==> config.mk <==
export PLATFORM = sky130hd
export DESIGN_NAME = acc_divider
export DESIGN_NICKNAME = d
export VERILOG_FILES = /design/src/rtl/acc_divider.sv
export SDC_FILE = /design/constraint.sdc
export NUM_CORES = 1
export LEC_CHECK = 0
export BUFFER_PORTS_ARGS = -buffer_cell sky130_fd_sc_hd__buf_2
export CAP_MARGIN = 20
export CORE_MARGIN = 5
export CORE_UTILIZATION = 51
export CTS_CLUSTER_DIAMETER = 40
export DETAILED_ROUTE_END_ITERATION = 8
export GPL_ROUTABILITY_DRIVEN = 0
export PLACE_DENSITY = 0.76
export SYNTH_ARGS = -nofsm -noshare
export SYNTH_HDL_FRONTEND = slang
export SYNTH_SLANG_ARGS = --single-unit
==> constraint.sdc <==
create_clock -name clock -period 2.85 [get_ports clock]
set_input_delay 0.855 -clock clock [delete_from_list [all_inputs] [get_ports clock]]
set_output_delay 0.855 -clock clock [all_outputs]
set_load 0.05 [all_outputs]
==> src/rtl/acc_divider.sv <==
`timescale 1ns / 1ps
// ----------------------------------------------------------------------------
// acc_divider: restoring divider, one quotient bit per cycle
// The divisor must be nonzero.
// ----------------------------------------------------------------------------
module acc_divider
#(
   parameter int WORD_BITS = 18
) (
   input  logic                 clock,
   input  logic                 reset,
   input  logic                 start,
   input  logic [WORD_BITS-1:0] dividend,
   input  logic [WORD_BITS-1:0] divisor,
   output logic                 busy,
   output logic                 done,
   output logic [WORD_BITS-1:0] quotient
);

   localparam int CW = $clog2(WORD_BITS + 1);

   logic [WORD_BITS-1:0] quo_ff, quo_in;
   logic [WORD_BITS-1:0] rem_ff, rem_in;
   logic [WORD_BITS-1:0] dvs_ff, dvs_in;
   logic [CW-1:0]        cnt_ff, cnt_in;
   logic                 busy_ff, busy_in;
   logic                 done_ff, done_in;
   logic [WORD_BITS:0]   trial;

   always_comb begin
      quo_in  = quo_ff;
      rem_in  = rem_ff;
      dvs_in  = dvs_ff;
      cnt_in  = cnt_ff;
      busy_in = busy_ff;
      done_in = 1'b0;
      trial   = {rem_ff, quo_ff[WORD_BITS-1]} - {1'b0, dvs_ff};
      if (start) begin
         quo_in  = dividend;
         rem_in  = '0;
         dvs_in  = divisor;
         cnt_in  = CW'(WORD_BITS);
         busy_in = 1'b1;
      end else if (busy_ff) begin
         if (trial[WORD_BITS]) begin
            rem_in = {rem_ff[WORD_BITS-2:0], quo_ff[WORD_BITS-1]};
            quo_in = {quo_ff[WORD_BITS-2:0], 1'b0};
         end else begin
            rem_in = trial[WORD_BITS-1:0];
            quo_in = {quo_ff[WORD_BITS-2:0], 1'b1};
         end
         cnt_in = cnt_ff - 1'b1;
         if (cnt_ff == CW'(1)) begin
            busy_in = 1'b0;
            done_in = 1'b1;
         end
      end
   end

   always_ff @(posedge clock) begin
      if (reset) begin
         busy_ff <= 1'b0;
         done_ff <= 1'b0;
         cnt_ff  <= '0;
      end else begin
         busy_ff <= busy_in;
         done_ff <= done_in;
         cnt_ff  <= cnt_in;
      end
      quo_ff <= quo_in;
      rem_ff <= rem_in;
      dvs_ff <= dvs_in;
   end

   assign busy     = busy_ff;
   assign done     = done_ff;
   assign quotient = quo_ff;

`ifndef SYNTHESIS
   a_done_after_busy: assert property (@(posedge clock) disable iff (reset)
      done |-> $past(busy_ff)) else $error("divider done without busy");
   a_no_done_busy: assert property (@(posedge clock) disable iff (reset)
      done |-> !busy_ff) else $error("divider done while busy");
   a_start_idle: assert property (@(posedge clock) disable iff (reset)
      start |-> !busy_ff) else $error("divider started while busy");
`endif

endmodule

# --- Yosys cells after proc, flatten, opt, wreduce, memory -nomap -nowiden ---
# Index checks and enable logic that the tools add are counted.
word_totals:
  input_bits: 39
  output_inout_bits: 20
  ff_bits: 61
classes:
  add_sub_neg: 2
  bitwise_logic: 1
  eq_ne: 1
  mux: 10
  reduce_logical: 3
op_table:
  columns: ["operator", "n"]
  rows:
  - ["18-bit 2-to-1 mux", 3]
  - ["19-bit by 18-bit subtractor with 19-bit output", 1]
  - ["5-bit 2-to-1 mux", 2]
  - ["5-bit by 1-bit equality test with 1-bit output (second input constant)", 1]
  - ["1-bit 2-to-1 mux", 5]
  - ["5-bit by 1-bit subtractor with 5-bit output (second input constant)", 1]
  - ["3-bit OR reduction", 1]
  - ["2-bit nonzero test", 1]
  - ["2-bit OR reduction", 1]
  - ["1-bit inverter", 1]

# --- Depth between registers and ports, before layout ---
# Gate-level depths: netlist of the first run.
depth:
  depth_word: 4
  mapped_depth: 12
  ltp_nobuf: 11

# --- Least setup slack after synthesis of the first run ---
# Ideal clock, no wire load.
synth_timing:
  path_type: "register to register"
  from: "reg quo_ff[17] (netlist: quotient[17])"
  to: "reg quo_ff[0] (netlist: quotient[0]), data pin"
  path_slack_ns: -0.164
  period_less_slack_ns: 3.014
  stages_incl_launch_ff: 12
  setup_time_ns: 0.260
  required_ns: 2.590
  arrival_time_ns: 2.754
  path_cell_list: "edfxtp_1 > inv_1 > ha_1 > inv_1 > fa_1 > a21oi_1 > o22ai_1 > o31ai_1 > or4_4 > a211oi_4 > buf_2 > mux2_2"
synth_via:
  elab_chain_len: 4
synth_lines:
  columns: ["item", "line", "text"]
  rows:
  - ["start: declaration", "22", "logic [WORD_BITS-1:0] quo_ff, quo_in;"]
  - ["start signal: assignment", "70", "quo_ff <= quo_in;"]
  - ["19-bit by 18-bit subtractor with 19-bit output", "37", "trial = {rem_ff, quo_ff[WORD_BITS-1]} - {1'b0, dvs_ff};"]
  - ["1-bit 2-to-1 mux", "45", "if (trial[WORD_BITS]) begin"]
  - ["18-bit 2-to-1 mux", "44", "end else if (busy_ff) begin"]
  - ["18-bit 2-to-1 mux", "38", "if (start) begin"]
  - ["via quo_in[0]", "22", null]
# The timed path passes the listed nets, and every way through them passes these cells. The select of a mux whose other input is x is not followed.
# A chain may end at the register's enable or synchronous reset.

# --- Worst setup path after layout of the first run ---
layout_timing:
  from: "reg dvs_ff[0]"
  to: "reg rem_ff[2]"
layout_via:
  elab_chain_len: 2
layout_lines:
  columns: ["item", "line", "text"]
  rows:
  - ["start: declaration", "24", "logic [WORD_BITS-1:0] dvs_ff, dvs_in;"]
  - ["start signal: assignment", "72", "dvs_ff <= dvs_in;"]
  - ["19-bit by 18-bit subtractor with 19-bit output", "37", null]
  - ["18-bit 2-to-1 mux", "45", null]
  - ["end signal: assignment", "71", "rem_ff <= rem_in;"]
  - ["end: declaration", "23", "logic [WORD_BITS-1:0] rem_ff, rem_in;"]
# No other way between the ends.

==> metrics.cfg, run 1 <==
[pwr]
p_sw_share_pct=29.4
ir_drop_mv=0.428
leakage_nw=1.77
internal_power_mw=1.73
p_seq_share_pct=42.7
power_mw=2.45
clkPwrFrac_pct=33.6
power.switching_uw=719
combPwrFrac_pct=23.7
p_per_area_mw_per_mm2=580

[critical_path]
cp-start-kind=flop
cp_cell_sequence=ha_4 > inv_2 > fa_2 > a21oi_2 > o22ai_2 > o31ai_2 > or4_4 > a211oi_4 > clkbuf_16 > mux2i_1 > o22ai_1
critPathTopFamily=compound AO/OA/AOI/OAI gates
required_ns=3.06
crit_path_max_incr_delay_ns=0.45
end_kind=flop
critPathKind=flop to flop
cp.arrival_ns=2.95
cp.buffers_inverters=2
crit_path_max_fanout=5
cp_slowest_cell=or4_4

[synth]
synthesis.nets=403
synth_top_area_cell=edfxtp_1
synth_flop_cell=edfxtp_1
synth_edf_count=36
synth-seq-area-share_pct=45.4
netlist_instances=343
yosysUniqueCellTypes=50
synth.most_common_cell=edfxtp_1
yosys.area.top_type_share_pct=31.0
avgSynthCellArea_um2=10.2
yosys_warnings=0
async_reset_ff_share_pct=0
synth_area_leaders=edfxtp_1 (31%), dfxtp_1 (14%), ha_1 (7.2%)
synth_area_mm2=0.00349
netlist_top_cells_count=edfxtp_1 (36), nor2_1 (29), inv_1 (28)
ys_ff_latch=61

[floorplanning]
dieArea_mm2=0.00859
start_util_pct=51.9
pin_count=59
die_x_um=92.7
num_rows=30
coreArea_mm2=0.00672
die_y_um=92.7

[clocking]
hold_buffers=0
root_buffer=clkbuf_8
numCtsBuffers=9
cts_tree=yes
clk_pin_slew_ns=0.07
clock_sinks=61
clk_latency_ns=0.34
ctsLongestPathBuffers=2
h-tree-depth=3

[timing]
tightest_slew_ns=0.595
worst_slew_margin_rel_pct=60.3
report.final.slew_viol_count=0
fin_crit_sh_pct=96.4
clock.fmax_mhz=364
hold_ws_ns=0.483
rsz0062_at_grt=true
hold_viol_final=0
period_needed_ns=2.75
finalSetupViolations=0
fin_skew_ns=0.0126

[min_path]
hold_class=flop to flop

[cells_and_area]
num-fill-cells=563
area_growth_pct=21.0
nets=471
final-seq-area_mm2=0.00158
multi_input_area_mm2=0.00178
drive_gt1_share_pct=29.1
finalInstanceArea_mm2=0.00422
final_cells=496
postLayoutCoreUtil_pct=62.8
num_antenna_cells=0

[drt]
wl_per_cell_um=15.1
route.detailed.drc=0
wl_um=7480
dr.pass1.iters=4
viasPerCell=5.50
ant_nets=0
drt_iter0_markers=218
vias=2727

[global_route]
grt_max_degree=29
grt_pass1_vias=2776
antenna_found_initial=0
overflow=0
grt_pass1_wl_um=12400
groute.usage.overall_pct=18.1

[placed_design]
post-place-cells=475
portBuffers=58
dpl.hpwl_um=5430
place_area_mm2=0.00391

[outcome]
status=finished clean

[flow_run]
maxCapViolations=0

-- cell usage in the layout (no fill, tap or decap), types with 11 or more instances in the layout --
cell type / instances
buf_2: 58
edfxtp_1: 36
nor2_1: 29
inv_1: 26
dfxtp_1: 25
nand2_1: 21
ha_1: 19
mux2_2: 18
a21oi_1: 18
mux2i_1: 14
o21ai_0: 13
buf_4: 11
-- power groups by stage --
stage | combinational (mW) | sequential (mW) | clock (mW)
after floorplan | 0.324 | 1.16 | 0
after global placement | 0.548 | 1.06 | 0
after detailed placement | 0.556 | 1.06 | 0
after CTS | 0.560 | 1.05 | 0.837
after global routing | 0.635 | 1.05 | 0.878
final | 0.580 | 1.05 | 0.821
-- sequential cells by signal (all words and copies together), names as in the netlist --
name      flops
dvs_ff       18
cnt_ff        5
quotient     18
done          1
busy          1
rem_ff       18
-- worst min-delay path: stages (launching register included) --
cell and delay (ns):
dfxtp_1 0.33, nand2_1 0.06, o21ai_1 0.05
-- per-layer routing --
metal  track usage [%]  vias to the layer above  share of wire [%]
met5                 0                        -                  0
met3              3.90                       11                4.8
li1                  -                     1384                  -
met2              29.0                       59                 49
met4              8.79                        0                1.8
met1              23.2                     1273                 44
-- metrics by stage --
stage          setup slack [ns]  setup TNS (ns)
2_1_floorplan            0.0134               0
3_3_place_gp              0.287               0
3_5_place_dp              0.198               0
4_1_cts                   0.127               0
5_1_grt                 -0.0353         -0.0791
6_report                  0.102               0
-- area by class of cell --
type | count | share of cell area (%)
clock buffer | 11 | 3.12
sequential | 61 | 37.5
inverter | 28 | 2.49
tap | 80 | 2.37
multi-input combinational | 239 | 42.2
clock inverter | 5 | 1.81
timing repair buffer | 72 | 10.5
-- cell families (layout without fill, tap and decap cells) --
group | after synthesis | in the layout | share of synthesized area, %
AOI/OAI and AO/OA | 85 | 85 | 16.2
xor gates and xnor gates | 15 | 15 | 3.77
adders and majority gates | 21 | 21 | 7.75
buffers and inverters | 43 | 116 | 4.92
DFF | 61 | 61 | 45.4
muxes | 34 | 34 | 10.4
and+or+nand+nor | 84 | 84 | 11.6
-- path summary, 6_finish.rpt --
| path | slack [ns] | end | depth (start not counted) | from |
|---|---|---|---|---|
| worst min register to register | 0.48 | rem_ff[13]$_SDFFE_PP0P_ | 2 | rem_ff[13]$_SDFFE_PP0P_ |
| worst max-delay path | 0.10 | rem_ff[2]$_SDFFE_PP0P_ | 11 | dvs_ff[0]$_DFFE_PP_ |
| worst max register to register | 0.10 | rem_ff[2]$_SDFFE_PP0P_ | 11 | dvs_ff[0]$_DFFE_PP_ |
| worst min-delay path | 0.48 | rem_ff[13]$_SDFFE_PP0P_ | 2 | rem_ff[13]$_SDFFE_PP0P_ |
-- timing repair --
item	in CTS	in global routing
endpoints found under the setup margin	0	3
buffers inserted	0	3
resized for setup	0	6
Note: power is estimated with default switching activity, not from simulation.
==> inputs of run 2 (changes only) <==
==> constraint.sdc (replaced) <==
create_clock -name clock -period 2.85 [get_ports clock]
set_input_delay 0.285 -clock clock [delete_from_list [all_inputs] [get_ports clock]]
set_output_delay 0.285 -clock clock [all_outputs]
set_load 0.05 [all_outputs]
==> run 2 against run 1 <==
Register-to-register slack improved by 0.13 ns. Worst hold slack got worse by 0.37 ns. Critical endpoint is now rem_ff[1]$_SDFFE_PP0P_. Largest power group unchanged. Cell area decreased by 2.6%. Sequential share of layout area increased by 1.0 points.
==> metrics.cfg, run 2 (synthesis gave the netlist of run 1 again) <==
[clocking]
clock_sinks=61
ctsLongestPathBuffers=2
clk_pin_slew_ns=0.07
postCtsSetupBuffers=0
cts_tree=yes
clk_latency_ns=0.34
hold_buffers=0
h-tree-depth=3
root_buffer=clkbuf_8
numCtsBuffers=9

[global_route]
groute.usage.overall_pct=17.7
overflow=0
grt_pass1_vias=2645
grt_pass1_wl_um=12000
grt_max_degree=55
antenna_found_initial=0

[critical_path]
cp.arrival_ns=2.81
required_ns=3.04
cp-start-kind=flop
ff2ff_path_depth=10
critPathKind=flop to flop
end_kind=flop
crit_path_max_fanout=16

[timing]
hold_viol_final=0
rsz0062_at_grt=false
finalSetupViolations=0
hold_ws_ns=0.116
fin_crit_sh_pct=91.9
fin_tns_setup_ns=0
worst_slew_margin_rel_pct=53.0
period_needed_ns=2.62
clock.fmax_mhz=382
fin_skew_ns=0.0129
tightest_slew_ns=0.704
report.final.slew_viol_count=0

[drt]
drt_iter0_markers=128
dr.pass1.iters=5
wl_per_cell_um=15.0
vias=2736
viasPerCell=5.56
ant_nets=0
route.detailed.drc=0
wl_um=7390

[cells_and_area]
final_common_cell=buf_2
final_cell_mix=buf_2 (58), edfxtp_1 (36), nor2_1 (29)
area_growth_pct=17.8
nets=467
finalInstanceArea_mm2=0.00411
num_antenna_cells=0
drive_gt1_share_pct=27.4
final_cells=492

[placed_design]
dpl.hpwl_um=5320
portBuffers=58
post-place-cells=476
place_area_mm2=0.00392

[floorplanning]
die_x_um=92.7
start_util_pct=51.9
die_y_um=92.7
num_rows=30
coreArea_mm2=0.00672
pin_count=59
dieArea_mm2=0.00859

[pwr]
ir_drop_mv=0.506
p_per_area_mw_per_mm2=570
leakage_nw=1.73

[flow_run]
maxCapViolations=0

[min_path]
min_delay_path_depth=1
hold_class=input port to flop

[outcome]
status=finished clean

-- run 2: changes by cell type in the layout (fill, tap and decap cells not counted), sizes merged --
cell,previous run,this run
clkbuf,13,10
buf,70,68
clkinv,2,4
bufinv,2,1
-- run 2: per-layer routing --
metal,routed length (µm),GRT usage [%]
met2,3530,29.5
met1,3320,21.3
met5,0,0
met4,148,7.20
met3,390,5.44
-- run 2: area by class of cell --
class | count | area (µm²)
repair buffers | 68 | 378
well taps | 80 | 100
clock inverters | 6 | 55.1
multi-input cells | 239 | 1760
flip-flops and latches | 61 | 1580
fillers | 547 | 2610
clock buffers | 10 | 128
inverters | 28 | 105
-- run 2: final timing paths --
path	startpoint	end	slack, ns
setup / recovery	dvs_ff[9]$_DFFE_PP_	rem_ff[1]$_SDFFE_PP0P_	0.23
hold / removal	divisor[15]	dvs_ff[15]$_DFFE_PP_	0.12
setup reg to reg	dvs_ff[9]$_DFFE_PP_	rem_ff[1]$_SDFFE_PP0P_	0.23
hold reg to reg	rem_ff[16]$_SDFFE_PP0P_	rem_ff[16]$_SDFFE_PP0P_	0.48
-- run 2: stage by stage --
step           utilization, %  setup slack, ns  power [mW]
6_report                 61.1            0.231        2.34
3_3_place_gp             58.3            0.271        1.61
5_1_grt                  61.1           0.0630        2.46
2_1_floorplan               -           0.0134        1.48
3_5_place_dp             58.3            0.160        1.63
4_1_cts                  61.0            0.131        2.35
-- run 2: power breakdown --
group	internal [mW]	switching (mW)
Sequential	1.01	0.0342
Combinational	0.217	0.353
Clock	0.395	0.329
-- run 2: critical path, stage by stage, from the launching register on --
cell and delay (ns):
edfxtp_1 0.32, inv_1 0.04, ha_1 0.41, o21ai_0 0.15
a32oi_1 0.20, o31ai_2 0.11, or4_4 0.44, a211oi_4 0.28
buf_12 0.20, mux2i_1 0.23, a211oi_1 0.10
-- run 2: what timing repair did --
item	CTS	global route
endpoints found under the hold margin	0	0
endpoints found under the setup margin	0	2
gates resized for setup	0	1
